$ cat src/rtl/twfa_pkg.sv
package twfa_pkg;

  localparam int ROTATION_STEPS_DEF = 16;
  localparam int MAX_TABLE_STEPS    = 24;

  // datapath widths: components in knots * 2^16, angles in 1/65536 degree
  localparam int CW = 37;
  localparam int ZW = 25;
  localparam int MW = CW - 1;

  localparam int INV_GAIN     = 39797;
  localparam int FULL_TURN    = 360;
  localparam int HALF_TURN    = 180;
  localparam int QUARTER_TURN = 90;
  localparam int DEG_SHIFT    = 16;
  localparam int OUT_WRAP     = 23040;
  localparam int SPEED_MAX    = 131071;
  localparam int MAX_AGE_RST  = 5000;

  typedef struct packed {
    logic        ok;
    logic        left;
    logic        back;
    logic        tx_neg;
    logic        ty_neg;
    logic        zero;
    logic [15:0] sog;
  } twfa_side_t;

  // arctan(2^-i) in 1/65536 degree
  function automatic logic [ZW-1:0] atan_q16(input int idx);
    logic [ZW-1:0] v;
    unique case (idx)
      0:       v = ZW'(2949120);
      1:       v = ZW'(1740967);
      2:       v = ZW'(919879);
      3:       v = ZW'(466945);
      4:       v = ZW'(234379);
      5:       v = ZW'(117304);
      6:       v = ZW'(58666);
      7:       v = ZW'(29335);
      8:       v = ZW'(14668);
      9:       v = ZW'(7334);
      10:      v = ZW'(3667);
      11:      v = ZW'(1833);
      12:      v = ZW'(917);
      13:      v = ZW'(458);
      14:      v = ZW'(229);
      15:      v = ZW'(115);
      16:      v = ZW'(57);
      17:      v = ZW'(29);
      18:      v = ZW'(14);
      19:      v = ZW'(7);
      20:      v = ZW'(4);
      21:      v = ZW'(2);
      22:      v = ZW'(1);
      default: v = '0;
    endcase
    return v;
  endfunction

endpackage

$ cat src/rtl/twfa_cell.sv
module twfa_cell #(
  parameter int STEP   = 0,
  parameter bit VECTOR = 1'b0
) (
  input  logic                           clk,
  input  logic                           rst_n,
  input  logic                           in_vld,
  output logic                           in_rdy,
  input  logic signed [twfa_pkg::CW-1:0] in_x,
  input  logic signed [twfa_pkg::CW-1:0] in_y,
  input  logic signed [twfa_pkg::ZW-1:0] in_z,
  input  twfa_pkg::twfa_side_t           in_side,
  output logic                           out_vld,
  input  logic                           out_rdy,
  output logic signed [twfa_pkg::CW-1:0] out_x,
  output logic signed [twfa_pkg::CW-1:0] out_y,
  output logic signed [twfa_pkg::ZW-1:0] out_z,
  output twfa_pkg::twfa_side_t           out_side
);
  import twfa_pkg::*;

  logic                 vld_r;
  logic signed [CW-1:0] x_r;
  logic signed [CW-1:0] y_r;
  logic signed [ZW-1:0] z_r;
  twfa_side_t           side_r;
  logic signed [CW-1:0] dx;
  logic signed [CW-1:0] dy;
  logic signed [ZW-1:0] at;
  logic                 pos;
  logic signed [CW-1:0] x_nxt;
  logic signed [CW-1:0] y_nxt;
  logic signed [ZW-1:0] z_nxt;

  // rotation steers z toward zero, vectoring steers y toward zero
  always_comb begin
    dx    = in_y >>> STEP;
    dy    = in_x >>> STEP;
    at    = signed'(atan_q16(STEP));
    pos   = VECTOR ? in_y[CW-1] : !in_z[ZW-1];
    x_nxt = pos ? in_x - dx : in_x + dx;
    y_nxt = pos ? in_y + dy : in_y - dy;
    z_nxt = pos ? in_z - at : in_z + at;
  end

  assign in_rdy = !vld_r || out_rdy;

  always_ff @(posedge clk) begin
    if (!rst_n) begin
      vld_r <= 1'b0;
    end else if (in_rdy) begin
      vld_r <= in_vld;
    end
  end

  always_ff @(posedge clk) begin
    if (in_rdy && in_vld) begin
      x_r    <= x_nxt;
      y_r    <= y_nxt;
      z_r    <= z_nxt;
      side_r <= in_side;
    end
  end

  assign out_vld  = vld_r;
  assign out_x    = x_r;
  assign out_y    = y_r;
  assign out_z    = z_r;
  assign out_side = side_r;

endmodule

$ cat config.mk
export PLATFORM = sky130hd
export DESIGN_NAME = twfa_cell
export DESIGN_NICKNAME = d
export VERILOG_FILES = /design/src/rtl/twfa_pkg.sv /design/src/rtl/twfa_cell.sv
export SDC_FILE = /design/constraint.sdc
export NUM_CORES = 1
export LEC_CHECK = 0
export BUFFER_PORTS_ARGS = -buffer_cell sky130_fd_sc_hd__buf_2
export CAP_MARGIN = 10
export CORE_MARGIN = 1.5
export CORE_UTILIZATION = 50
export CTS_CLUSTER_DIAMETER = 150
export DETAILED_ROUTE_END_ITERATION = 7
export PLACE_DENSITY = 0.75
export SYNTH_ARGS = -nofsm -noshare
export SYNTH_HDL_FRONTEND = slang
export SYNTH_SLANG_ARGS = --single-unit
$ cat constraint.sdc
create_clock -name clk -period 4.1 [get_ports clk]
set_clock_uncertainty 0.15 [all_clocks]
set_input_delay 0.205 -clock clk [delete_from_list [all_inputs] [get_ports clk]]
set_output_delay 0.205 -clock clk [all_outputs]
set_load 0.01 [all_outputs]
After elaboration in Yosys (flattened, before gate mapping)
Index checks and enable logic that the tools add are counted.
{"block": "word_totals", "in_bits": 125, "wordCells": 22, "register_bits": 122}
{"block": "op_classes", "n_addsub": 5, "reduce_logical": 3, "n_mux": 3}
{"cell": "$mux 37", "n": 2}
{"cell": "$sub 37x37->37", "n": 2}
{"cell": "$add 37x37->37", "n": 1}
{"cell": "$add 25x23->25 const B", "n": 1}
{"cell": "$mux 25", "n": 1}
{"cell": "$sub 25x23->25 const B", "n": 1}
{"cell": "$logic_and 1x1->1", "n": 1}
{"cell": "$logic_not 1->1", "n": 1}
{"cell": "$logic_or 1x1->1", "n": 1}

Depth between registers and ports, before layout
Gate-level depths: netlist (run 1).
{"block": "logic_depth", "depth_word": 3, "depth_mapped": 13, "ltp_nobuf": 12}

Worst setup path before layout (run 1)
Ideal clock, no wire load.
{"block": "synth_timing", "kind": "register to register", "start": "register vld_r (netlist: out_vld)", "end": "register side_r (netlist bit out_side[0]), enable pin", "setup_slack_ns": 0.175, "t_arrival_ns": 3.282, "period_less_slack_ns": 3.925, "path_stages_with_launch": 3, "path_cell_list": "dfxtp_1 nand2b_1 and2_1"}
{"block": "synth_via", "elab_chain_len": 3}
{"element": "start, declared", "line_no": "twfa_cell.sv:22", "text": "logic vld_r;"}
{"element": "start signal, assigned", "line_no": "twfa_cell.sv:52", "text": "vld_r <= in_vld;"}
{"element": "$logic_not 1->1", "line_no": "twfa_cell.sv:46", "text": "assign in_rdy = !vld_r || out_rdy;"}
{"element": "$logic_or 1x1->1", "line_no": "twfa_cell.sv:46"}
{"element": "named net in_rdy", "line_no": "twfa_cell.sv:8", "text": "output logic in_rdy,"}
{"element": "$logic_and 1x1->1", "line_no": "twfa_cell.sv:57", "text": "if (in_rdy && in_vld) begin"}
{"element": "end signal, assigned", "line_no": "twfa_cell.sv:61", "text": "side_r <= in_side;"}
{"element": "end, declared", "line_no": "twfa_cell.sv:26", "text": "twfa_side_t side_r;"}
The timed path passes the listed nets, and every way through them passes these cells.
A chain may end at the register's enable or synchronous reset.

Worst setup path in the final report (run 1)
{"block": "layout_timing", "start": "input port in_x[0] in the netlist's numbering", "end": "register y_r[32] (netlist: out_y[32]) (data pin)"}
{"block": "layout_via", "elab_chain_len": 2}
{"element": "start, declared", "line_no": "twfa_cell.sv:9", "text": "input logic signed [twfa_pkg::CW-1:0] in_x,"}
{"element": "$add 37x37->37 / $sub 37x37->37 (equally long branches)", "line_no": "twfa_cell.sv:42", "text": "y_nxt = pos ? in_y + dy : in_y - dy;"}
{"element": "$mux 37 (*)", "line_no": "twfa_cell.sv:42"}
{"element": "named net y_nxt[32]", "line_no": "twfa_cell.sv:32", "text": "logic signed [CW-1:0] y_nxt;"}
{"element": "end signal, assigned", "line_no": "twfa_cell.sv:59", "text": "y_r <= y_nxt;"}
{"element": "end, declared", "line_no": "twfa_cell.sv:24", "text": "logic signed [CW-1:0] y_r;"}
The timed path passes the listed nets; every way through them passes the cells marked *.

==> summary.md, run 1 <==
| Metric | Value |
|---|---|
| Status | complete, no violations |
| Post-synth top flop | edfxtp_1 |
| CP Data Arrival Time | 3.23 ns |
| Worst hold slack | 0.0502 ns |
| Worst-skew pair later-pin latency | 0.42 ns |
| Minimum clock period | 3.23 ns |
| Fmax | 310 MHz |
| Yosys reg bits | 121 |
| Vias post-DR | 10100 |
| Async set-reset flop share out of synthesis | 0% |
| Most common cell after layout, fill and taps aside | buf_2 |
| DRC | 0 |
| Final hold violations | 0 |
| Critical path, cell by cell | buf_2, ha_1, fa_1, nor2b_1, o21ai_0, buf_4, a21oi_1, o211ai_1, nand2_1, a221oi_1, nor2b_1, o22ai_1, xnor2_1 |
| Critical Path Start Type | input pin |
| Crit-path max cell delay | 0.46 ns |
| Via density | 5.82 |
| CP Capture Point | out_y[32] |
| Top-area cell type share of the netlist area | 34.0% |
| Post-Synth XOR/XNOR Area | 6.19% |
| Final Wtd Congestion | 0.973 |
| Worst VDD drop | 0.222 mV |
| Layout cell share with drive strength beyond 1 | 21.8% |
| RR Endpoint | out_z[10] |
| Starting density of the core | 50.8% |
| Slowest-stage cell, CP | a221oi_1 |
| Complex-gate fraction of the synthesized area | 23.5% |
| Synth area leaders | edfxtp_1, ha_1, a21oi_1 |
| Die height | 149 µm |
| Worst-path clk slew | 0.06 ns |
| Final Setup Violations | 0 |
| Yosys cell types | 81 |
| Dominant cell type by area after synthesis | edfxtp_1 |
| Hpwl dp | 25000 µm |
| Max-cap check violation count | 0 |
| Deepest clock path buffer count | 2 |
| PD cells | 356 mW/mm² |
| Slew of the pin with the lowest slew margin | 0.878 ns |
| Adder-cell area share of the yosys netlist | 15.1% |
| EDFF count, synth | 120 |
| Required time of the critical path | 4.10 ns |
| Most frequent cells in the layout | buf_2, a21oi_1, ha_1 |
| Setup Fix Bufs, Post-CTS | 0 |
| Seq/Total Area, Yosys | 34.1% |
| Root Driver | clkbuf_16 |
| Vias in the first global route | 9334 |
| H-tree depth | 4 |
| Final Max Tran Viols | 0 |
| HP Start | in_y[0] |
| HP Class | input pin to flip-flop |
| Reg2reg path depth | 3 |
| Die area | 0.0221 mm² |
| Total clock sinks | 121 |
| # IOs | 248 |
| Worst Setup SP | in_x[0] |
| Nets@finish | 1703 |
| Die W | 149 µm |
| Simple-gate area share of the yosys netlist | 12.6% |
| Rel. slew slack | 41.5% |
| FF-to-FF Start | out_vld |
| Final Cycle Share | 78.7% |
| Int Pwr | 3.06 mW |
| Syn Area/Cell | 8.99 µm² |
| Lkg Pwr | 5.91 nW |
| Sw Pwr | 1.61 mW |
| Iter 0 DRT Violations | 1188 |
| Critical path class | input pin to flip-flop |
| Syn nets | 1432 |
| Cells after Synth | 1181 |
| CP most frequent cell | nor2b_1 |
| Num CTS Buffers | 17 |
| GRT overflow | 0 |
| Final WL | 32900 µm |
| Max Fanout on Critical Path | 3 |
| Core outline area | 0.0209 mm² |
| Num rows | 53 |
| DRT Pass-1 Iters | 6 |
| Largest family of logic cells by synthesized area | compound AO/OA/AOI/OAI gates |
| Reg power frac | 34.3% |
| Fill cell count | 1803 |
| Synth Warn # | 0 |
| Critical Path Sink Type | flip-flop |
| RSZ-0062 raised after global routing | no |
| Switching Fraction | 34.5% |
| Synth Cell Area | 0.0106 mm² |
| # diodes | 0 |
| Post-CTS sizing | 0 |
| Initial antenna violation count | 0 |
| First-pass GRT wire length | 49700 µm |
| Gr usage total | 28.9% |
| Average routed wire per standard cell | 18.9 µm |
| Area delta synth->final | 23.7% |
| R2R Setup Slk | 2.05 ns |
| Post-Route Setup TNS | 0 ns |
| CTS tree | built |
| Number of port buffers | 247 |
| Clock share of power | 33.6% |
| Comb power frac | 32.1% |
| Post-synthesis mux area share | 1.90% |
| Largest net degree at the start of global routing | 79 |
| Antenna violation net count after detailed routing | 0 |
==> repair_timing <==
action                                  in CTS  in global routing
endpoints found under the hold margin       41                  0
hold buffers                                42                  0
endpoints found under the setup margin       0                  0
==> critical path: cells and delay by family <==
family	cells	cell delay, ns
simple gates	3	0.62
fa+ha+maj	2	0.65
buf+inv	2	0.28
xor+xnor	1	0.19
compound gates	5	1.28
==> metal layers <==
| layer | up-vias | GRT usage, % | wire length (µm) |
|---|---|---|---|
| li1 | 4793 | - | - |
| met5 | - | 0 | 0 |
| met1 | 4686 | 39.7 | 14000 |
| met3 | 83 | 5.64 | 3130 |
| met4 | 0 | 10.2 | 1030 |
| met2 | 568 | 45.4 | 14800 |
==> state kept, by name (all words and copies together), names as in the netlist <==
register,flops
out_vld,1
out_x,37
out_side,22
out_z,25
out_y,36
==> how the worst min path moves through the flow <==
stage                        endpoint  slack, ns  cells past startpoint
after global placement    out_side[1]       0.23                      1
after CTS                    out_x[0]       0.04                      3
final                        out_x[0]       0.05                      3
after global routing         out_x[0]       0.06                      3
after detailed placement    out_z[10]       0.23                      1
after floorplan           out_side[0]       0.15                      0
==> power by group through the flow <==
stage / Clock (mW) / Combinational [mW] / Sequential, mW
after floorplan: 0 / 0.854 / 1.70
after global placement: 0 / 1.42 / 1.62
after detailed placement: 0 / 1.43 / 1.63
after CTS: 1.59 / 1.47 / 1.60
after global routing: 1.64 / 1.62 / 1.61
final: 1.57 / 1.50 / 1.60
==> synthesized netlist by cell type, drive strengths merged, types with 7 or more instances <==
| master | number |
|---|---|
| a211oi | 18 |
| a21o | 25 |
| a21oi | 139 |
| a221oi | 7 |
| a31oi | 10 |
| and2 | 7 |
| buf | 28 |
| clkbuf | 25 |
| edfxtp | 120 |
| ha | 122 |
| inv | 122 |
| mux2i | 19 |
| nand2 | 59 |
| nand2b | 8 |
| nand3 | 21 |
| nand4 | 12 |
| nor2 | 80 |
| nor2b | 19 |
| nor3 | 24 |
| o211ai | 9 |
| o21a | 12 |
| o21ai | 79 |
| o21bai | 31 |
| o22ai | 8 |
| o31ai | 14 |
| or3 | 15 |
| xnor2 | 56 |
| xor2 | 19 |
==> through the flow <==
step | worst slack (ns) | util [%] | power (mW) | cell area, µm² | std cells
after detailed placement | 0.506 | 57.9 | 3.06 | 12100 | 1666
after CTS | 0.930 | 62.8 | 4.66 | 13100 | 1740
after global routing | 0.755 | 62.8 | 4.87 | 13100 | 1740
after global placement | 0.507 | 57.9 | 3.04 | 12100 | 1666
final | 0.873 | 62.8 | 4.67 | 13100 | 1740
after floorplan | 0.175 | - | 2.56 | 10600 | 1181
==> logic make-up (layout without fill, tap and decap cells) <==
kind of cell | count (synthesis) | in the layout
DFF | 121 | 121
AOI/OAI and AO/OA | 390 | 390
buffers and inverters | 176 | 460
and+or+nand+nor | 273 | 273
muxes | 20 | 20
xor gates and xnor gates | 75 | 75
adders and majority gates | 126 | 126
==> final cells by class <==
class / instances / area (µm²) / share of cell area [%]
Clock buffer: 17 / 425 / 3.24
Clock inverter: 15 / 181 / 1.38
Inverter: 123 / 462 / 3.52
Multi-Input combinational cell: 884 / 6300 / 48.0
Sequential cell: 121 / 3620 / 27.6
Tap cell: 275 / 344 / 2.62
Timing Repair Buffer: 305 / 1790 / 13.6
No activity file was read; power rests on OpenSTA's default activity.
==> inputs of run 2 (changes only) <==
- PLACE_DENSITY: 0.75 -> 0.78
- clock period: 4.1 -> 2.9 ns (I/O delays scaled with it)
==> run 2 against run 1 <==
Register-to-register slack worse by 0.97 ns; clock power rose by 42%; critical path type unchanged; largest cell class unchanged; cell count is 11% higher; combinational power up 69%; total power increased by 51%.
==> summary.md, run 2 (synthesis gave the netlist of run 1 again) <==
| Metric | Value |
|---|---|
| Slowest-stage cell, CP | fa_1 (was a221oi_1) |
| Num rows | 53 (unchanged) |
| Buffers and inverters on the worst path | 2 (unchanged) |
| Antenna violation net count after detailed routing | 0 (unchanged) |
| Final Setup Violations | 0 (unchanged) |
| Nets@finish | 1901 (was 1703) |
| Core outline area | 0.0209 mm² (unchanged) |
| Iter 0 DRT Violations | 1117 (was 1188) |
| Reg power frac | 32.3% (was 34.3%) |
| Crit-path max cell delay | 0.40 ns (was 0.46 ns) |
| Int Pwr | 4.61 mW (was 3.06 mW) |
| Minimum clock period | 2.85 ns |
| Worst VDD drop | 0.320 mV (was 0.222 mV) |
| Fin cells | 1939 (was 1740) |
| Via density | 5.71 (was 5.82) |
| H-tree depth | 4 (unchanged) |
| Final hold violations | 0 (unchanged) |
| Fill cell count | 1627 (was 1803) |
| Switching Fraction | 34.5% (about the same) |
| Max reg flops | 37 (unchanged) |
| Slew of the pin with the lowest slew margin | 0.747 ns (was 0.878 ns) |
| Die height | 149 µm (unchanged) |
| Total clock sinks | 121 (unchanged) |
| Most common cell after layout, fill and taps aside | buf_2 (unchanged) |
| Met3 usage | 5.64% (unchanged) |
| Multi-input logic area | 0.00637 mm² (was 0.00630 mm²) |
| Root Driver | clkbuf_16 (unchanged) |
| Critical Path Start Type | input pin (unchanged) |
| CTS tree | built (unchanged) |
| Initial antenna violation count | 2 (was 0) |
| Rel. slew slack | 50.1% (was 41.5%) |
| GR Layer Usage met1 | 45.0% (was 39.7%) |
| Worst-path clk slew | 0.06 ns (about the same) |
| Placed cells | 1862 (was 1666) |
| R2R Setup Slk | 1.08 ns (was 2.05 ns) |
| Gr busiest metal | met2 (unchanged) |
| Deepest clock path buffer count | 2 (unchanged) |
| Final Wtd Congestion | 0.980 (was 0.973) |
| Largest net degree at the start of global routing | 83 (was 79) |
| Layout cell share with drive strength beyond 1 | 32.0% (was 21.8%) |
| CP Data Arrival Time | 2.86 ns (was 3.23 ns) |
| First-pass GRT wire length | 56500 µm (was 49700 µm) |
| Average routed wire per standard cell | 19.3 µm (was 18.9 µm) |
| Delay-heaviest family, CP | compound AO/OA/AOI/OAI gates (unchanged) |
| DRT Pass-1 Iters | 5 (was 6) |
| Final Cycle Share | 98.4% |
| GRT overflow | 0 (unchanged) |
| Max Fanout on Critical Path | 3 (unchanged) |
| Clock share of power | 31.7% (was 33.6%) |
| Power Total | 7.03 mW (was 4.67 mW) |
| RSZ-0062 raised after global routing | yes (was no) |
| Critical path class | input pin to flip-flop (unchanged) |
| Die area | 0.0221 mm² (unchanged) |
| Required time of the critical path | 2.90 ns (was 4.10 ns) |
| Comb power frac | 36.1% (was 32.1%) |
| Num CTS Buffers | 17 (unchanged) |
| Number of port buffers | 247 (unchanged) |
| HP Class | input pin to flip-flop (unchanged) |
| Area delta synth->final | 38.6% (was 23.7%) |
| # IOs | 248 (unchanged) |
| Final WL | 37400 µm (was 32900 µm) |
| Critical path, cell by cell | buf_2, buf_4, ha_1, fa_1, nor2b_1, o31ai_2, a21oi_1, a21oi_1, o21ai_0, a21oi_1, o211ai_1, o21ai_0, xnor2_1 (was buf_2, ha_1, fa_1, nor2b_1, o21ai_0, buf_4, a21oi_1, o211ai_1, nand2_1, a221oi_1, nor2b_1, o22ai_1, xnor2_1) |
| Vias in the first global route | 10600 (was 9334) |
| Vias post-DR | 11100 (was 10100) |
| Worst-skew pair later-pin latency | 0.42 ns (about the same) |
| Fmax | 350 MHz |
| PD cells | 478 mW/mm² (was 356 mW/mm²) |
| Lkg Pwr | 6.89 nW (was 5.91 nW) |
| Max-cap check violation count | 0 (unchanged) |
| Hpwl dp | 28800 µm (was 25000 µm) |
| Critical Path Sink Type | flip-flop (unchanged) |
| Die W | 149 µm (unchanged) |
| Sw Pwr | 2.43 mW (was 1.61 mW) |
| Status | complete, no violations (unchanged) |
| Met2 GRT Util | 53.8% (was 45.4%) |
| Most frequent cells in the layout | buf_2, buf_4, a21oi_1 (was buf_2, a21oi_1, ha_1) |
| Register area | 0.00362 mm² (unchanged) |
| Gr usage total | 33.3% (was 28.9%) |
| DRC | 0 (unchanged) |
| CP most frequent cell | a21oi_1 (was nor2b_1) |
| Starting density of the core | 50.8% (unchanged) |
| Final Max Tran Viols | 0 (unchanged) |
## run 2: changes by cell type in the layout (fill, tap and decap cells not counted), sizes merged
cell,delta
dlygate4sd3,+1
clkinvlp,+1
inv,+1
buf,+197
diode,+1
clkinv,-2
## run 2: worst reg2reg max path, stage by stage (launching register included)
cell and delay, ns:
dfxtp_1 0.32, nand2b_1 0.12, and2_4 0.46, buf_12 0.40
## run 2: power groups by stage
stage          Clock [mW]  Combinational (mW)  Sequential (mW)
6_report             2.23                2.54             2.27
3_5_place_dp            0                2.39             2.30
4_1_cts              2.24                2.46             2.27
3_3_place_gp            0                2.35             2.30
2_1_floorplan           0                1.21             2.40
5_1_grt              2.31                2.72             2.28
## run 2: worst paths after layout
| kind | cells past startpoint | endpoint | start |
|---|---|---|---|
| setup reg to reg | 3 | out_y[34] | out_vld |
| setup / recovery | 13 | out_x[16] | in_y[0] |
| hold / removal | 4 | out_x[0] | in_x[0] |
| hold reg to reg | 2 | out_x[1] | out_vld |
## run 2: through the flow
step / TNS, ns / hold slack [ns] / instance area, µm² / setup slack (ns) / utilization, %
floorplan: 0 / 0.0939 / 10600 / 0.0238 / -
global placement: -6.96 / 0.171 / 13600 / -0.378 / 65.1
detailed placement: -8.93 / 0.173 / 13600 / -0.497 / 65.1
CTS: 0 / 0.0510 / 14600 / 0.0111 / 70.0
global route: -0.0553 / 0.0720 / 14700 / -0.0316 / 70.4
finish: 0 / 0.0608 / 14700 / 0.0459 / 70.4
## run 2: final cells by class
class                   instances  share of cell area, %
flip-flops and latches        121                   24.6
repair buffers                503                   22.5
diodes                          1                 0.0170
multi-input cells             884                   43.3
clock buffers                  17                   2.89
clock inverters                15                   1.21
inverters                     123                   3.14
well taps                     275                   2.34
## run 2: per-layer routing
layer  share of wire (%)  vias up
met2                  46      647
met1                  42     5158
li1                    -     5194
met4                 3.0        0
met5                   0        -
met3                 9.0       77
## run 2: timing repair
action,CTS,global route
buffers inserted,0,1
setup endpoints to repair,2,15
resized for setup,1,17
pin swaps,1,8
hold endpoints to repair,42,0
hold buffers,43,0
==> inputs of run 3 (changes only) <==
- REMOVE_ABC_BUFFERS: default -> 1
==> run 3 against run 2 <==
Clock-buffer cell count stayed put; core utilization is 0.46 points higher; sequential share of layout area is 0.16 points lower; via count is 0.71% lower; worst hold slack worse by 0.029 ns; highest routed layer unchanged; largest power group unchanged; wire length is 0.82% lower; sequential cell count stayed put; register-to-register slack better by 0.02 ns; clock power is 3% lower; critical endpoint is now out_x[36]; total power is 0.61% lower; fmax is 0.46% higher.
==> summary.md, run 3 (synthesis gave the netlist of run 1 again) <==
| Metric | Value |
|---|---|
| Max-cap check violation count | 0 (unchanged) |
| Layout cell share with drive strength beyond 1 | 32.3% (was 32.0%) |
| Int Pwr | 4.61 mW (about the same) |
| Sw Pwr | 2.38 mW (was 2.43 mW) |
| Max reg flops | 37 (unchanged) |
| Critical Path Sink Type | flip-flop (unchanged) |
| Setup ws final | 0.0589 ns (was 0.0459 ns) |
| Core outline area | 0.0209 mm² (unchanged) |
| Iter 0 DRT Violations | 1044 (was 1117) |
| # IOs | 248 (unchanged) |
| Reg2reg path depth | 3 (unchanged) |
| Rel. slew slack | 49.0% (was 50.1%) |
| Critical path class | input pin to flip-flop (unchanged) |
| Final Wtd Congestion | 0.990 (was 0.980) |
| Final hold violations | 0 (unchanged) |
| Critical path depth in cells | 13 (unchanged) |
| Hpwl dp | 28900 µm (was 28800 µm) |
| Final Max Tran Viols | 0 (unchanged) |
| Critical Path Start Type | input pin (unchanged) |
| GRT overflow | 0 (unchanged) |
| Reg power frac | 32.3% (about the same) |
| Switching Fraction | 34.0% (was 34.5%) |
| Minimum clock period | 2.84 ns (was 2.85 ns) |
| Die height | 149 µm (unchanged) |
| Lkg Pwr | 6.96 nW (was 6.89 nW) |
| H-tree depth | 4 (unchanged) |
| Setup Fix Bufs, Post-CTS | 0 (unchanged) |
| Final Cycle Share | 98.0% (was 98.4%) |
| RR Endpoint | out_y[13] (was out_y[34]) |
| Worst slack at placement | -0.404 ns (was -0.497 ns) |
| First-pass GRT wire length | 56300 µm (was 56500 µm) |
| Final WL | 37000 µm (was 37400 µm) |
| Total clock sinks | 121 (unchanged) |
| Slowest-stage cell, CP | fa_1 (unchanged) |
| Vias in the first global route | 10700 (was 10600) |
| Buffers and inverters on the worst path | 2 (unchanged) |
| Post-Route Setup TNS | 0 ns (unchanged) |
| Area delta synth->final | 39.5% (was 38.6%) |
| DRT Pass-1 Iters | 5 (unchanged) |
| Nets@finish | 1916 (was 1901) |
| Worst VDD drop | 0.346 mV (was 0.320 mV) |
| Clock share of power | 31.1% (was 31.7%) |
| FF-to-FF Start | out_vld (unchanged) |
| Critical path, cell by cell | buf_2, buf_4, ha_1, fa_1, nor2b_2, o31ai_1, a211o_1, and4_1, nor2_4, a21oi_1, or3_1, mux2i_2, a2111oi_2 (was buf_2, buf_4, ha_1, fa_1, nor2b_1, o31ai_2, a21oi_1, a21oi_1, o21ai_0, a21oi_1, o211ai_1, o21ai_0, xnor2_1) |
| Slew of the pin with the lowest slew margin | 0.757 ns (was 0.747 ns) |
| Die W | 149 µm (unchanged) |
| Max Fanout on Critical Path | 3 (unchanged) |
| Num CTS Buffers | 17 (unchanged) |
| Placed Area | 0.0137 mm² (was 0.0136 mm²) |
| Vias post-DR | 11000 (was 11100) |
| Antenna violation net count after detailed routing | 0 (unchanged) |
| Root Driver | clkbuf_16 (unchanged) |
| Most frequent cells in the layout | buf_2, buf_4, a21oi_1 (unchanged) |
| Largest net degree at the start of global routing | 49 (was 83) |
| Num rows | 53 (unchanged) |
| Worst Setup SP | in_y[0] (unchanged) |
| CTS tree | built (unchanged) |
| Deepest clock path buffer count | 2 (unchanged) |
| R2R Setup Slk | 1.10 ns (was 1.08 ns) |
| PD cells | 472 mW/mm² (was 478 mW/mm²) |
| DRC | 0 (unchanged) |
| Final Setup Violations | 0 (unchanged) |
| CP Capture Point | out_x[36] (was out_x[16]) |
| Comb power frac | 36.6% (was 36.1%) |
| Via density | 5.63 (was 5.71) |
| CP Data Arrival Time | 2.83 ns (was 2.86 ns) |
| Status | complete, no violations (unchanged) |
| Delay-heaviest family, CP | simple AND/OR/NAND/NOR gates (was compound AO/OA/AOI/OAI gates) |
| # diodes | 0 (was 1) |
| Initial antenna violation count | 0 (was 2) |
| Fill cell count | 1673 (was 1627) |
| Fmax | 352 MHz (was 350 MHz) |
| Required time of the critical path | 2.88 ns (was 2.90 ns) |
| Number of port buffers | 247 (unchanged) |
| Die area | 0.0221 mm² (unchanged) |
| HP Class | input pin to flip-flop (unchanged) |
| Most common cell after layout, fill and taps aside | buf_2 (unchanged) |
| Average routed wire per standard cell | 19.0 µm (was 19.3 µm) |
| Worst-path clk slew | 0.06 ns (about the same) |
| Worst-skew pair later-pin latency | 0.42 ns (about the same) |
| Design area | 0.0148 mm² (was 0.0147 mm²) |
| Gr usage total | 33.1% (was 33.3%) |
| Starting density of the core | 50.8% (unchanged) |
| Crit-path max cell delay | 0.44 ns (was 0.40 ns) |
==> run 3: layer usage <==
layer | up-vias | part of all wire [%] | GRT usage [%]
li1 | 5213 | - | -
met1 | 5151 | 44 | 46.6
met2 | 566 | 44 | 51.8
met3 | 67 | 9.6 | 5.77
met4 | 0 | 2.3 | 10.1
met5 | - | 0 | 0
==> run 3: repair_timing <==
item | CTS | global route
hold buffers | 43 | 0
gates resized for setup | 0 | 14
endpoints found under the hold margin | 42 | 0
endpoints found under the setup margin | 0 | 16
==> run 3: cell type report <==
type                            instances  area, µm²  share of cell area (%)
Clock buffer                           17        425                    2.87
Clock inverter                         15        169                    1.14
Inverter                              123        462                    3.12
Multi-Input combinational cell        884       6370                    43.0
Tap cell                              275        344                    2.32
Sequential cell                       121       3620                    24.5
Timing Repair Buffer                  518       3420                    23.1
==> run 3: worst min-delay path, cell delays in order <==
cell,delay (ns)
buf_2,0.08
ha_1,0.15
xnor2_1,0.12
==> run 3: power groups by stage <==
stage | clock [mW] | combinational, mW | sequential (mW)
floorplan | 0 | 1.17 | 2.41
global placement | 0 | 2.38 | 2.29
detailed placement | 0 | 2.42 | 2.29
CTS | 2.19 | 2.48 | 2.26
global route | 2.25 | 2.74 | 2.27
finish | 2.17 | 2.56 | 2.26
==> run 3: how the worst min path moves through the flow <==
| stage | start | to | cells after the start |
|---|---|---|---|
| 2_1_floorplan | in_side[0] | out_side[0] | 0 |
| 3_3_place_gp | in_side[5] | out_side[5] | 1 |
| 3_5_place_dp | in_side[3] | out_side[3] | 1 |
| 4_1_cts | in_z[19] | out_z[19] | 3 |
| 5_1_grt | in_z[19] | out_z[19] | 3 |
| 6_report | in_z[19] | out_z[19] | 3 |
==> run 3: metrics by stage <==
| step | instances | utilization [%] | hold WS (ns) | power, mW |
|---|---|---|---|---|
| 6_report | 1953 | 70.9 | 0.0322 | 6.99 |
| 2_1_floorplan | 1128 | - | 0.0939 | 3.58 |
| 3_3_place_gp | 1878 | 65.6 | 0.172 | 4.67 |
| 3_5_place_dp | 1878 | 65.6 | 0.173 | 4.71 |
| 5_1_grt | 1953 | 70.9 | 0.0534 | 7.27 |
| 4_1_cts | 1953 | 70.6 | 0.0179 | 6.93 |
