--- src/rtl/twfa_pkg.sv ---
package twfa_pkg;

  localparam int ROTATION_STEPS_DEF = 16;
  localparam int MAX_TABLE_STEPS    = 24;

  // datapath widths: components in knots * 2^16, angles in 1/65536 degree
  localparam int CW = 37;
  localparam int ZW = 25;
  localparam int MW = CW - 1;

  localparam int INV_GAIN     = 39797;
  localparam int FULL_TURN    = 360;
  localparam int HALF_TURN    = 180;
  localparam int QUARTER_TURN = 90;
  localparam int DEG_SHIFT    = 16;
  localparam int OUT_WRAP     = 23040;
  localparam int SPEED_MAX    = 131071;
  localparam int MAX_AGE_RST  = 5000;

  typedef struct packed {
    logic        ok;
    logic        left;
    logic        back;
    logic        tx_neg;
    logic        ty_neg;
    logic        zero;
    logic [15:0] sog;
  } twfa_side_t;

  // arctan(2^-i) in 1/65536 degree
  function automatic logic [ZW-1:0] atan_q16(input int idx);
    logic [ZW-1:0] v;
    unique case (idx)
      0:       v = ZW'(2949120);
      1:       v = ZW'(1740967);
      2:       v = ZW'(919879);
      3:       v = ZW'(466945);
      4:       v = ZW'(234379);
      5:       v = ZW'(117304);
      6:       v = ZW'(58666);
      7:       v = ZW'(29335);
      8:       v = ZW'(14668);
      9:       v = ZW'(7334);
      10:      v = ZW'(3667);
      11:      v = ZW'(1833);
      12:      v = ZW'(917);
      13:      v = ZW'(458);
      14:      v = ZW'(229);
      15:      v = ZW'(115);
      16:      v = ZW'(57);
      17:      v = ZW'(29);
      18:      v = ZW'(14);
      19:      v = ZW'(7);
      20:      v = ZW'(4);
      21:      v = ZW'(2);
      22:      v = ZW'(1);
      default: v = '0;
    endcase
    return v;
  endfunction

endpackage

--- src/rtl/twfa_if.sv ---
interface twfa_in_if;
  logic        valid;
  logic        ready;
  logic [15:0] wind_speed;
  logic [8:0]  wind_angle;
  logic [15:0] ground_speed;
  logic        wind_present;
  logic        ground_speed_present;
  logic        course_present;
  logic [15:0] wind_age;
  logic [15:0] gps_age;

  modport source (
    output valid, wind_speed, wind_angle, ground_speed, wind_present,
           ground_speed_present, course_present, wind_age, gps_age,
    input  ready
  );
  modport sink (
    input  valid, wind_speed, wind_angle, ground_speed, wind_present,
           ground_speed_present, course_present, wind_age, gps_age,
    output ready
  );
endinterface


--- src/rtl/twfa_front.sv ---
module twfa_front (
  input  logic                           clk,
  input  logic                           rst_n,
  twfa_in_if.sink                        in_word,
  input  logic [15:0]                    max_age,
  output logic                           vld_o,
  input  logic                           rdy_i,
  output logic signed [twfa_pkg::CW-1:0] x_o,
  output logic signed [twfa_pkg::ZW-1:0] z_o,
  output twfa_pkg::twfa_side_t           side_o
);
  import twfa_pkg::*;

  logic                 vld_r;
  logic signed [CW-1:0] x_r;
  logic signed [ZW-1:0] z_r;
  twfa_side_t           side_r;
  twfa_side_t           side_nxt;
  logic [8:0]           ang_a;
  logic [8:0]           ang_m;
  logic [8:0]           ang_b;
  logic                 left;
  logic                 back;
  logic [31:0]          prod;
  logic                 take;

  // fold the angle into the first quadrant, remember the mirror flags
  always_comb begin
    ang_a = (in_word.wind_angle >= 9'(FULL_TURN)) ? in_word.wind_angle - 9'(FULL_TURN)
                                                  : in_word.wind_angle;
    left  = ang_a > 9'(HALF_TURN);
    ang_m = left ? 9'(FULL_TURN) - ang_a : ang_a;
    back  = ang_m > 9'(QUARTER_TURN);
    ang_b = back ? 9'(HALF_TURN) - ang_m : ang_m;
    prod  = 32'(in_word.wind_speed) * 32'(INV_GAIN);

    side_nxt        = '0;
    side_nxt.ok     = in_word.wind_present && in_word.ground_speed_present &&
                      in_word.course_present && (in_word.wind_age <= max_age) &&
                      (in_word.gps_age <= max_age);
    side_nxt.left   = left;
    side_nxt.back   = back;
    side_nxt.sog    = in_word.ground_speed;
  end

  assign take          = !vld_r || rdy_i;
  assign in_word.ready = take;

  always_ff @(posedge clk) begin
    if (!rst_n) begin
      vld_r <= 1'b0;
    end else if (take) begin
      vld_r <= in_word.valid;
    end
  end

  always_ff @(posedge clk) begin
    if (take && in_word.valid) begin
      x_r    <= signed'(CW'(prod));
      z_r    <= signed'(ZW'({ang_b, 16'b0}));
      side_r <= side_nxt;
    end
  end

  assign vld_o  = vld_r;
  assign x_o    = x_r;
  assign z_o    = z_r;
  assign side_o = side_r;

endmodule

--- src/flat_wrapper.sv ---
// flat-port wrapper written by rule: the top's interface ports become plain ports
module twfa_front_flat import twfa_pkg::*;
  (clk, rst_n, max_age, vld_o, rdy_i, x_o, z_o, side_o, in_word_valid, in_word_wind_speed, in_word_wind_angle, in_word_ground_speed, in_word_wind_present, in_word_ground_speed_present, in_word_course_present, in_word_wind_age, in_word_gps_age, in_word_ready);
  twfa_in_if in_word_i ();
  input  logic clk;
  input  logic rst_n;
  input  logic [15:0] max_age;
  output logic vld_o;
  input  logic rdy_i;
  output logic signed [twfa_pkg::CW-1:0] x_o;
  output logic signed [twfa_pkg::ZW-1:0] z_o;
  output twfa_pkg::twfa_side_t side_o;
  input wire logic [$bits(in_word_i.valid)-1:0] in_word_valid;
  input wire logic [$bits(in_word_i.wind_speed)-1:0] in_word_wind_speed;
  input wire logic [$bits(in_word_i.wind_angle)-1:0] in_word_wind_angle;
  input wire logic [$bits(in_word_i.ground_speed)-1:0] in_word_ground_speed;
  input wire logic [$bits(in_word_i.wind_present)-1:0] in_word_wind_present;
  input wire logic [$bits(in_word_i.ground_speed_present)-1:0] in_word_ground_speed_present;
  input wire logic [$bits(in_word_i.course_present)-1:0] in_word_course_present;
  input wire logic [$bits(in_word_i.wind_age)-1:0] in_word_wind_age;
  input wire logic [$bits(in_word_i.gps_age)-1:0] in_word_gps_age;
  output wire logic [$bits(in_word_i.ready)-1:0] in_word_ready;
  assign in_word_i.valid = in_word_valid;
  assign in_word_i.wind_speed = in_word_wind_speed;
  assign in_word_i.wind_angle = in_word_wind_angle;
  assign in_word_i.ground_speed = in_word_ground_speed;
  assign in_word_i.wind_present = in_word_wind_present;
  assign in_word_i.ground_speed_present = in_word_ground_speed_present;
  assign in_word_i.course_present = in_word_course_present;
  assign in_word_i.wind_age = in_word_wind_age;
  assign in_word_i.gps_age = in_word_gps_age;
  assign in_word_ready = in_word_i.ready;
  twfa_front u_core (.clk(clk), .rst_n(rst_n), .in_word(in_word_i), .max_age(max_age), .vld_o(vld_o), .rdy_i(rdy_i), .x_o(x_o), .z_o(z_o), .side_o(side_o));
endmodule
--- config.mk ---
export PLATFORM = sky130hd
export DESIGN_NAME = twfa_front_flat
export DESIGN_NICKNAME = d
export VERILOG_FILES = /design/src/rtl/twfa_pkg.sv /design/src/rtl/twfa_if.sv /design/src/rtl/twfa_front.sv /design/src/flat_wrapper.sv
export SDC_FILE = /design/constraint.sdc
export NUM_CORES = 1
export LEC_CHECK = 0
export BUFFER_PORTS_ARGS = -buffer_cell sky130_fd_sc_hd__buf_2
export CORE_MARGIN = 2
export CORE_UTILIZATION = 50
export CTS_CLUSTER_SIZE = 25
export DETAILED_ROUTE_END_ITERATION = 10
export GPL_ROUTABILITY_DRIVEN = 0
export GPL_TIMING_DRIVEN = 0
export HOLD_SLACK_MARGIN = 0.08
export PLACE_DENSITY_LB_ADDON = 0.3
export SYNTH_ARGS = -nofsm -noshare
export SYNTH_HDL_FRONTEND = slang
export SYNTH_SLANG_ARGS = --single-unit
--- constraint.sdc ---
create_clock -name clk -period 6.7 [get_ports clk]
set_clock_uncertainty 0.2 [all_clocks]
set_input_delay 1.005 -clock clk [delete_from_list [all_inputs] [get_ports clk]]
set_output_delay 1.005 -clock clk [all_outputs]
set_load 0.05 [all_outputs]
* After elaboration in Yosys (flattened, before gate mapping) *
Index checks and enable logic that the tools add are counted.
Widths: inputs -> output; s select.

word-level totals
  logic and storage cells = 26
  register bits = 61
  bits of input ports = 96
  output and inout port bits = 86

cells by class
  $mul = 1
  magnitude comparators = 5
  multiplexer cells = 3
  reductions and logical operators = 7
  add/subtract/negate cells = 3

operators with widths
  operator                count
  $le 16x16->1            2
  $mul 16x16->32 const B  1
  $mux 9                  3
  $ge 9x9->1 const B      1
  $gt 9x7->1 const B      1
  $gt 9x8->1 const B      1
  $sub 8x9->9 const A     1
  $sub 9x9->9 const A     1
  $sub 9x9->9 const B     1
  $logic_and 1x1->1       5
  $logic_not 1->1         1
  $logic_or 1x1->1        1

* Longest topological paths before layout *
Gate-level depths: netlist of run 1.

  depth in word-level cells = 6
  mapped depth = 23

* Worst setup path before layout of run 1 *
No wires, ideal clock.

  path type = input to register
  start = input port in_word_wind_speed[8]
  end = register u_core.x_r[31] (netlist: u_core.x_o[31]), data pin
  arrival = 6.714 ns
  slack = -0.472 ns
  path buffers = 0
  library setup time = 0.258 ns
  stages on the path = 23
  data required time = 6.242 ns
  cells stage by stage = inv_1 > fa_1 > fa_1 > inv_1 > fa_1 > inv_1 > fa_1 > inv_1 > fa_1 > inv_1 > fa_1 > inv_1 > ha_1 > a21o_1 > a21o_1 > a21oi_1 > a2bb2oi_1 > o21ai_0 > o31a_1 > a2111oi_0 > o31ai_1 > a21oi_1 > xnor2_1

on the way
  longest elaborated chain between the ends = 1

RTL lines
  element               RTL line            RTL
  from (decl)           flat_wrapper.sv:14  input wire logic [$bits(in_word_i.wind_speed)-1:0] in_word_wind_speed;
  $mul 16x16->32        twfa_front.sv:35    prod = 32'(in_word.wind_speed) * 32'(INV_GAIN);
  via u_core.prod[31]   twfa_front.sv:24    logic [31:0] prod;
  to (signal assigned)  twfa_front.sv:59    x_r <= signed'(CW'(prod));
  to (decl)             twfa_front.sv:15    logic signed [CW-1:0] x_r;

The timed path passes the listed nets, and every way through them passes these cells.
A chain may end at the register's enable or synchronous reset.

* Worst setup path after layout of run 1 *
  start = input port in_word_wind_speed[10]
  end = register u_core.x_r[31] (netlist: u_core.x_o[31]), data pin

Same word-level chain as after synthesis.

==> results_dict.tcl, run 1 <==
set metrics [dict create \
    final_hold_violation_count 0 \
    regToRegSetupSlack_ps 4860 \
    die_y_um 135.8 \
    final_period_demand_of_the_worst_path_ps 6682 \
    ys_dominant_reg_cell "sky130_fd_sc_hd__edfxtp_1" \
    share_of_the_clock_period_used_by_the_worst_path_after_layout_pct 99.73 \
    dp_hpwl_um 15560 \
    ant_nets 0 \
    hold_path.class "flop to flop" \
    syn_to_final_growth_pct 21.95 \
    r2r_start "u_core.vld_o" \
    worst-slew-pin-transition_ps 730.3 \
    placement.io_buffers 156 \
    worstRegToRegCells 3 \
    synthesis.area_mm2 0.008686 \
    placed_cells 1216 \
    antenna-diode-count 0 \
    post_drt_wl_per_cell_um 14.88 \
    most_common_library_cell_in_the_layout_ignoring_fill_and_taps "sky130_fd_sc_hd__inv_1" \
    setup_viol_count_final 0 \
    crit_path_capture_type "flop" \
    headroom_to_the_max_slew_limit_pct 51.32 \
    worstPathArrival_ps 6570 \
    layout-drive-gt1-share_pct 26.82 \
    worst-path-max-fanout 5 \
    cts_root_buf "sky130_fd_sc_hd__clkbuf_16" \
    initial_core_util_pct 50.75 \
    finalHoldWorstSlack_ps 323.7 \
    worstSkewPairLatency_ps 330 \
    detail_route.iter0.violations 198 \
    synth_top_cells_by_area "sky130_fd_sc_hd__fa_1 (24%), sky130_fd_sc_hd__ha_1 (23%), sky130_fd_sc_hd__edfxtp_1 (21%)" \
    clock_tree_from_tritoncts "done" \
    row_count 48 \
    yosys_warnings 0 \
    antenna_found_initial 1 \
    min-delay-start "u_core.vld_o" \
    critical-path-top-cell-by-count "sky130_fd_sc_hd__fa_1" \
    synth.top_cell.area_share_pct 23.74 \
    cts.htree.levels 3 \
    route.vias.total 6338 \
    final_net_count 1383 \
    crit_slowest_cell "sky130_fd_sc_hd__fa_1" \
    cellLeakagePower_uw 0.005469 \
    async_reset_ff_share_pct 0 \
    clkSlewWorstSetupHoldPaths_ps 60 \
    clk_path_buf_depth 2 \
    max_cap_viol_count 0 \
    grt.total_usage_pct 20.88 \
    critical_path.startpoint_type "input pin" \
    ir_worst_vdd_mv 0.4898 \
    final_cell_count_no_fill 1254 \
    worstReg2RegEnd "u_core.x_o[21]" \
    drc_violation_count_after_routing 0 \
    hold_path_end "u_core.vld_o" \
    hold_buffers 0 \
    ys_seq_area_share_pct 20.97 \
    pin_count_of_the_biggest_net_entering_global_routing 33 \
    avgViaCountPerCell 5.054 \
    grt_pass1_vias 6523 \
    fin_util_pct 61.89 \
    run_status "completed" \
    startpoint "in_word_wind_speed[10]" \
    top_level_ports 182 \
    clock_sinks 61 \
    floorplan.die_area_mm2 0.01844 \
    whs_path_depth 2 \
    crit_path_max_incr_delay_ps 560 \
    grt_first_pass_wirelength_um 30180 \
    syn_inst 811 \
    critical_path_required_ps 6590 \
    tritoncts.num_buffers 9 \
    grt-ovfl-total 0 \
    post_synth_num_cell_types 69 \
    floorplan.core_area_mm2 0.01712 \
    postSynthRegisterBits 61 \
    layout_common_cells "sky130_fd_sc_hd__inv_1 (172), sky130_fd_sc_hd__ha_1 (155), sky130_fd_sc_hd__buf_2 (148)" \
    worstPathCellList "buf_6, clkinvlp_4, fa_1, fa_1, inv_1, fa_1, fa_1, fa_1, inv_1, fa_1, inv_1, ha_4, and3_1, nand3_1, a21oi_1, a2bb2oi_2, o21ai_2, o31a_1, a2111oi_4, o31ai_1, a21oi_1, xnor2_1" \
    synth_enable_flop_cells 60 \
    clock.fmax_mhz 149.7 \
    fp.dieW_um 135.8 \
    synth_area_leader_cell "sky130_fd_sc_hd__fa_1" \
    class_of_the_most_critical_setup_path "input pin to flop" \
    power-per-cell-area_mw_per_mm2 566.6 \
    routed_wirelength_um 18650 \
    first_pass_iters 4 \
    syn-mean-instance-area_um2 10.71 \
    number_of_max_slew_violations_in_the_final_report 0 \
    rsz0062_at_grt "yes" \
]
report_power, final:
| part | total, µW | switching (µW) | internal, µW | leakage (µW) |
|---|---|---|---|---|
| Sequential | 763 | 21.5 | 742 | 0.000591 |
| Clock | 504 | 180 | 324 | 0.000151 |
| Combinational | 4730 | 2630 | 2100 | 0.00473 |
| Total | 6000 | 2830 | 3170 | 0.00547 |
sequential cells by signal (all words and copies together), names as in the netlist:
| name | count |
|---|---|
| u_core.x_o | 32 |
| u_core.z_o | 9 |
| u_core.vld_o | 1 |
| u_core.side_o | 19 |
routing by layer:
metal | routed length, µm | vias up | track usage, %
li1 | - | 3115 | -
met1 | 7598 | 3025 | 25.47
met2 | 9470 | 169 | 37.12
met3 | 1147 | 27 | 3.891
met4 | 423 | 2 | 7.060
met5 | 13 | - | 0
through the flow:
stage	TNS [ps]	instance area, µm²	worst slack, ps	power (µW)
after floorplan	0	8845	25.78	4190
final	0	10590	18.31	6002
after global routing	-719.8	10590	-260.0	6583
after global placement	-3635	9907	-629.4	4929
after detailed placement	-4147	9928	-674.2	4997
after CTS	0	10360	4.953	5745
worst max-delay path: cells and delay by family:
family	cells	cell delay [ps]
buf+inv	5	440
fa+ha+maj	7	3330
compound gates	7	1420
simple gates	2	270
xor+xnor	1	90
cells in the mapped netlist, types with 3 or more instances:
library cell	instances
sky130_fd_sc_hd__xnor2_1	21
sky130_fd_sc_hd__o31ai_1	5
sky130_fd_sc_hd__a31oi_1	3
sky130_fd_sc_hd__a21o_1	18
sky130_fd_sc_hd__nand2_1	22
sky130_fd_sc_hd__or3_1	5
sky130_fd_sc_hd__or2_2	3
sky130_fd_sc_hd__a211o_1	3
sky130_fd_sc_hd__a21oi_1	36
sky130_fd_sc_hd__mux2i_1	3
sky130_fd_sc_hd__o21bai_1	3
sky130_fd_sc_hd__a21oi_2	3
sky130_fd_sc_hd__nor2_1	13
sky130_fd_sc_hd__o21ai_0	20
sky130_fd_sc_hd__xor2_1	14
sky130_fd_sc_hd__a2111oi_0	3
sky130_fd_sc_hd__and3_1	5
sky130_fd_sc_hd__o21a_1	12
sky130_fd_sc_hd__buf_4	24
sky130_fd_sc_hd__nand4_1	8
sky130_fd_sc_hd__nand3_1	8
sky130_fd_sc_hd__ha_1	160
sky130_fd_sc_hd__nor2b_1	6
sky130_fd_sc_hd__fa_1	103
sky130_fd_sc_hd__inv_1	187
sky130_fd_sc_hd__nand2b_1	12
sky130_fd_sc_hd__edfxtp_1	60
sky130_fd_sc_hd__nor3_1	4
cell families after synthesis:
kind of cell / Yosys count / share of synthesized area [%]
flip-flops: 61 / 20.97
XOR/XNOR: 36 / 3.846
multiplexers: 3 / 0.3457
AO/OA/AOI/OAI: 136 / 11.41
buffers and inverters: 213 / 10.33
other: 1 / 0.04317
adder cells (fa/ha/maj): 263 / 46.79
AND/OR/NAND/NOR: 98 / 6.266
timing repair:
item / 4_1_cts / 5_1_grt
buffers inserted: 7 / 15
gates resized for setup: 16 / 40
endpoints found under the setup margin: 6 / 7
pin swaps: 8 / 29
worst max path at each step:
stage,slack (ps),end,cells past startpoint
CTS,5,u_core.x_o[28],20
global route,-260,u_core.x_o[31],21
global placement,-630,u_core.x_o[31],20
detailed placement,-670,u_core.x_o[31],22
floorplan,30,u_core.x_o[31],21
finish,20,u_core.x_o[31],22
layout make-up:
| cell class | count | area, µm² |
|---|---|---|
| Fill cell | 1401 | 6524 |
| Multi-Input combinational cell | 560 | 6217 |
| Sequential cell | 61 | 1822 |
| Timing Repair Buffer | 179 | 1037 |
| Inverter | 188 | 729.5 |
| Tap cell | 225 | 281.5 |
| Clock buffer | 9 | 225.2 |
| Buffer | 25 | 191.4 |
| Clock inverter | 7 | 88.84 |
(Power assumes the default switching activity.)
==> run 2: changes to the inputs <==
CELL_PAD_IN_SITES_DETAIL_PLACEMENT = 0   (was unset)
CELL_PAD_IN_SITES_GLOBAL_PLACEMENT = 1   (was unset)
CORE_UTILIZATION = 40   (was 50)
PLACE_DENSITY = 0.82   (was unset)
PLACE_DENSITY_LB_ADDON = unset   (was 0.3)
SETUP_SLACK_MARGIN = 0.02   (was unset)
==> run 2 against run 1 <==
Effect of this change: register-to-register slack better by 330 ps; final area is 0.50% higher; global-route usage is 4.3 points lower; sequential power hardly changed; die area is 24% higher; critical endpoint unchanged; utilization is 12 points lower; largest power group unchanged; maximum frequency is 0.34% higher; clock power is 3% higher; combinational power is 0.8% lower.
==> results_dict.tcl, run 2 (synthesized netlist as in run 1, its figures left out) <==
set metrics [dict create \
    run_status "completed" \
    power-per-cell-area_mw_per_mm2 561.3 \
    critical_path_required_ps 6600 \
    pin_count_of_the_biggest_net_entering_global_routing 37 \
    clock_tree_from_tritoncts "done" \
    grt_pass1_vias 6187 \
    layout-drive-gt1-share_pct 26.27 \
    final_period_demand_of_the_worst_path_ps 6659 \
    cellLeakagePower_uw 0.005457 \
    ant_nets 0 \
    drc_violation_count_after_routing 0 \
    rsz0062_at_grt "yes" \
    clk_path_buf_depth 2 \
    worst-path-max-fanout 7 \
    placement.io_buffers 156 \
    row_count 53 \
    initial_core_util_pct 41.06 \
    routed_wirelength_um 18430 \
    fp.dieW_um 151.4 \
    setup_viol_count_final 0 \
    cts_root_buf "sky130_fd_sc_hd__clkbuf_16" \
    grt_first_pass_wirelength_um 29520 \
    syn_to_final_growth_pct 22.56 \
    total_power_uw 5976 \
    max_cap_viol_count 0 \
    dp_hpwl_um 15600 \
    route.vias.total 6198 \
    post_drt_wl_per_cell_um 14.18 \
    fin_util_pct 50.32 \
    finalHoldWorstSlack_ps 321.0 \
    final_area_mm2 0.01065 \
    first_pass_iters 4 \
    number_of_max_slew_violations_in_the_final_report 0 \
    antenna-diode-count 0 \
    final_hold_violation_count 0 \
    tritoncts.num_buffers 9 \
    hold_buffers 0 \
    layout_common_cells "sky130_fd_sc_hd__inv_1 (175), sky130_fd_sc_hd__ha_1 (155), sky130_fd_sc_hd__buf_2 (148)" \
    floorplan.die_area_mm2 0.02291 \
    class_of_the_most_critical_setup_path "input pin to flop" \
    critical_path.startpoint_type "input pin" \
    detail_route.iter0.violations 231 \
    fin_ws_ps 40.88 \
    worstPathArrival_ps 6560 \
    cts.htree.levels 3 \
    floorplan.core_area_mm2 0.02115 \
    dpl_worst_slack_ps -743.5 \
    die_y_um 151.4 \
    top_level_ports 182 \
    share_of_the_clock_period_used_by_the_worst_path_after_layout_pct 99.39 \
    avgViaCountPerCell 4.771 \
    worstSkewPairLatency_ps 340 \
    grt.total_usage_pct 16.62 \
    max_reg_flops 32 \
    hold_path.class "flop to flop" \
    antenna_found_initial 0 \
    ir_worst_vdd_mv 0.4900 \
    place_area_mm2 0.01002 \
    clock_sinks 61 \
    headroom_to_the_max_slew_limit_pct 63.73 \
    worst-slew-pin-transition_ps 530.4 \
    clkSlewWorstSetupHoldPaths_ps 60 \
    clock.fmax_mhz 150.2 \
    final_net_count 1378 \
    most_common_library_cell_in_the_layout_ignoring_fill_and_taps "sky130_fd_sc_hd__inv_1" \
    grt-ovfl-total 0 \
    crit_path_capture_type "flop" \
]
run 2: changes by cell type in the layout (fill, tap and decap cells not counted), moves of 2 or more:
cell / previous run / this run
sky130_fd_sc_hd__inv_2: 9 / 7
sky130_fd_sc_hd__buf_4: 45 / 41
sky130_fd_sc_hd__inv_1: 172 / 175
sky130_fd_sc_hd__clkinv_1: 2 / 0
run 2: layer usage:
metal	vias up	global-route usage, %	share of wire [%]
met5	-	0	0
li1	3107	-	-
met1	2938	21.68	46
met3	14	3.494	5.6
met2	139	28.44	48
met4	0	3.598	1.0
run 2: area by class of cell:
class / count / area (µm²)
multi-input combinational: 560 / 6232
inverter: 188 / 726.9
sequential: 61 / 1822
fill: 1916 / 10510
clock buffer: 11 / 242.7
timing repair buffer: 174 / 1003
tap: 275 / 344.1
clock inverter: 5 / 82.58
buffer: 25 / 191.4
run 2: worst max-delay path: stages:
cell	delay, ps
sky130_fd_sc_hd__buf_2	260
sky130_fd_sc_hd__inv_1	190
sky130_fd_sc_hd__fa_1	490
sky130_fd_sc_hd__fa_1	520
sky130_fd_sc_hd__inv_1	50
sky130_fd_sc_hd__fa_1	520
sky130_fd_sc_hd__inv_1	60
sky130_fd_sc_hd__fa_1	470
sky130_fd_sc_hd__inv_1	50
sky130_fd_sc_hd__fa_1	470
sky130_fd_sc_hd__ha_1	320
sky130_fd_sc_hd__ha_1	390
sky130_fd_sc_hd__a21o_1	200
sky130_fd_sc_hd__a21oi_2	130
sky130_fd_sc_hd__o21a_1	180
sky130_fd_sc_hd__o21ai_4	80
sky130_fd_sc_hd__o31a_1	370
sky130_fd_sc_hd__a2111oi_4	410
sky130_fd_sc_hd__o31ai_1	120
sky130_fd_sc_hd__a21oi_1	160
sky130_fd_sc_hd__xnor2_1	90
run 2: where the power goes:
group,internal [µW],leakage (µW),switching [µW],total (µW)
registers,742,0.000591,22.1,764
logic,2050,0.00471,2640,4690
clock network,337,0.000160,184,521
total,3130,0.00546,2840,5980
run 2: timing repair:
| action | CTS | global route |
|---|---|---|
| pin swaps | 9 | 33 |
| endpoints found under the setup margin | 6 | 7 |
| setup buffers | 5 | 11 |
| gates resized for setup | 14 | 39 |
run 2: final timing paths:
path                                        startpoint              to  slack (ps)  cells after the start
worst max-delay path            in_word_wind_speed[13]  u_core.x_o[31]          40                     21
worst min-delay path                      u_core.vld_o    u_core.vld_o         320                      2
worst max register to register            u_core.vld_o   u_core.x_o[4]        5190                      4
worst min register to register            u_core.vld_o    u_core.vld_o         320                      2
run 2: through the flow:
| stage | setup TNS [ps] | std cells |
|---|---|---|
| 6_report | 0 | 1299 |
| 5_1_grt | -363.5 | 1299 |
| 4_1_cts | 0 | 1288 |
| 3_5_place_dp | -4550 | 1267 |
| 3_3_place_gp | -4073 | 1265 |
| 2_1_floorplan | 0 | 834 |
==> run 3: changes to the inputs <==
GPL_TIMING_DRIVEN = unset   (was 0)
==> run 3 against run 2 <==
Effect of this change: hold slack improved by 31 ps; first-iteration DRC count decreased by 8.7%; clock-buffer cell count decreased by 2; critical path depth increased by 3; combinational power increased by 9.0%; die area unchanged; global-route usage increased by 0.91 points; final area decreased by 0.29%; flip-flop and latch count unchanged; clock power decreased by 8.3%; via count increased by 3.4%; critical path type unchanged.
==> results_dict.tcl, run 3 (synthesized netlist as in run 1, its figures left out) <==
set metrics [dict create \
    run_status "completed" \
    routed_wirelength_um 19230 \
    power-per-cell-area_mw_per_mm2 599.0 \
    seqPwrFrac_pct 12.2 \
    worst-slew-pin-transition_ps 806.9 \
    clock.fmax_mhz 153.7 \
    sw_power_uw 2946 \
    worstPathCellList "buf_4, clkinvlp_4, fa_1, fa_1, inv_1, fa_1, inv_1, fa_1, inv_1, fa_1, inv_1, fa_1, inv_2, ha_4, a21o_1, a21o_1, a21oi_4, a2bb2oi_4, o21ai_2, o31a_1, a2111oi_4, o31ai_1, a21oi_1, xnor2_1" \
    total_power_uw 6357 \
    critical_path.startpoint_type "input pin" \
    worstRegToRegCells 3 \
    portion_of_total_power_attributed_to_the_clock_network_pct 7.5 \
    first_pass_iters 4 \
    top_level_ports 182 \
    ant_nets 0 \
    final_period_demand_of_the_worst_path_ps 6507 \
    final_hold_violation_count 0 \
    number_of_max_slew_violations_in_the_final_report 0 \
    worstReg2RegEnd "u_core.x_o[1]" \
    syn_to_final_growth_pct 22.20 \
    dp_hpwl_um 16300 \
    max_cap_viol_count 0 \
    tritoncts.num_buffers 9 \
    cts_root_buf "sky130_fd_sc_hd__clkbuf_16" \
    row_count 53 \
    headroom_to_the_max_slew_limit_pct 46.21 \
    cellLeakagePower_uw 0.005489 \
    hold_path.class "flop to flop" \
    share_of_the_clock_period_used_by_the_worst_path_after_layout_pct 97.11 \
    grt_pass1_vias 6476 \
    r2r_start "u_core.vld_o" \
    crit_path_capture_type "flop" \
    drc_violation_count_after_routing 0 \
    cts.htree.levels 3 \
    rsz0062_at_grt "yes" \
    post_drt_wl_per_cell_um 14.60 \
    grt.total_usage_pct 17.53 \
    floorplan.die_area_mm2 0.02291 \
    antenna_found_initial 0 \
    most_common_library_cell_in_the_layout_ignoring_fill_and_taps "sky130_fd_sc_hd__inv_1" \
    critical-path-top-cell-by-count "sky130_fd_sc_hd__fa_1" \
    detail_route.iter0.violations 211 \
    initial_core_util_pct 41.06 \
    place_area_mm2 0.01021 \
    min-delay-start "u_core.vld_o" \
    met1_length_um 8636 \
    layout_common_cells "sky130_fd_sc_hd__inv_1 (182), sky130_fd_sc_hd__ha_1 (155), sky130_fd_sc_hd__buf_2 (155)" \
    clock_sinks 61 \
    swShare_pct 46.34 \
    crit_slowest_cell "sky130_fd_sc_hd__fa_1" \
    layout-drive-gt1-share_pct 26.39 \
    setup_viol_count_final 0 \
    grt_first_pass_wirelength_um 31240 \
    hold_buffers 0 \
    total_length_of_routed_met3_wires_um 1207 \
    hold_path_end "u_core.vld_o" \
    max_reg_flops 32 \
    internal_power_uw 3411 \
    worstPathArrival_ps 6400 \
    die_y_um 151.4 \
    pin_count_of_the_biggest_net_entering_global_routing 61 \
    clk_path_buf_depth 2 \
    critical_path_required_ps 6600 \
    top_signal_layer_used "met4" \
    final_area_mm2 0.01061 \
    worstSkewPairLatency_ps 340 \
    proportion_of_power_drawn_by_combinational_gates_pct 80.3 \
    dr_wl_met2_um 9127 \
    crit_path_max_incr_delay_ps 500 \
    ir_worst_vdd_mv 0.5203 \
    whs_path_depth 2 \
    floorplan.core_area_mm2 0.02115 \
    placement.io_buffers 157 \
    antenna-diode-count 0 \
    final_net_count 1396 \
    grt-ovfl-total 0 \
    avgViaCountPerCell 4.867 \
    fp.dieW_um 151.4 \
    regToRegSetupSlack_ps 4930 \
    worst-path-max-fanout 4 \
    route.vias.total 6410 \
    clock_tree_from_tritoncts "done" \
    class_of_the_most_critical_setup_path "input pin to flop" \
    clkSlewWorstSetupHoldPaths_ps 60 \
]
-- run 3: metrics by stage --
step	instances	hold slack [ps]	TNS (ps)	util (%)	setup slack, ps
after floorplan	834	903.9	0	-	25.78
after global placement	1298	315.3	-1598	48.28	-319.3
after detailed placement	1298	358.7	-2198	48.28	-412.7
after CTS	1314	367.2	0	49.81	26.16
after global routing	1317	390.7	-2.954	50.17	-2.954
final	1317	351.7	0	50.17	193.3
-- run 3: final cells by class --
class / instances / area (µm²)
clock buffers: 9 / 225.2
clock inverters: 7 / 72.57
fillers: 1960 / 10540
inverters: 188 / 720.7
multi-input cells: 560 / 6188
flip-flops and latches: 61 / 1822
well taps: 275 / 344.1
repair buffers: 217 / 1241
-- run 3: power by group through the flow --
stage	Clock [µW]	Combinational [µW]	Sequential, µW
after detailed placement	0	4840	777
final	478	5110	773
after global routing	511	5710	783
after CTS	493	4970	774
after floorplan	0	3060	1130
after global placement	0	4770	779
-- run 3: timing repair --
item                                    CTS  global route
gates resized for setup                   3            13
pin swaps                                 1            19
setup buffers                             0             3
endpoints found under the setup margin    2             7
gates cloned                              0             0
-- run 3: worst max path at each step --
stage | start | to | slack (ps) | depth (start not counted)
after floorplan | in_word_wind_speed[10] | u_core.x_o[31] | 30 | 21
after global placement | in_word_wind_speed[8] | u_core.x_o[31] | -320 | 24
after detailed placement | in_word_wind_speed[9] | u_core.x_o[31] | -410 | 19
after CTS | in_word_wind_speed[8] | u_core.x_o[31] | 30 | 19
after global routing | in_word_wind_speed[9] | u_core.x_o[31] | -3 | 22
final | in_word_wind_speed[8] | u_core.x_o[31] | 190 | 24
-- run 3: routing by layer --
metal	GRT usage, %	vias to the layer above
met2	29.43	161
met5	0	-
met3	4.789	22
li1	-	3141
met4	3.785	0
met1	22.64	3086
-- run 3: critical path: cells and delay by family --
family | cells | cell delay [ps]
adder cells (fa/ha/maj) | 7 | 3100
AO/OA/AOI/OAI | 9 | 1730
XOR/XNOR | 1 | 90
buffers and inverters | 7 | 500
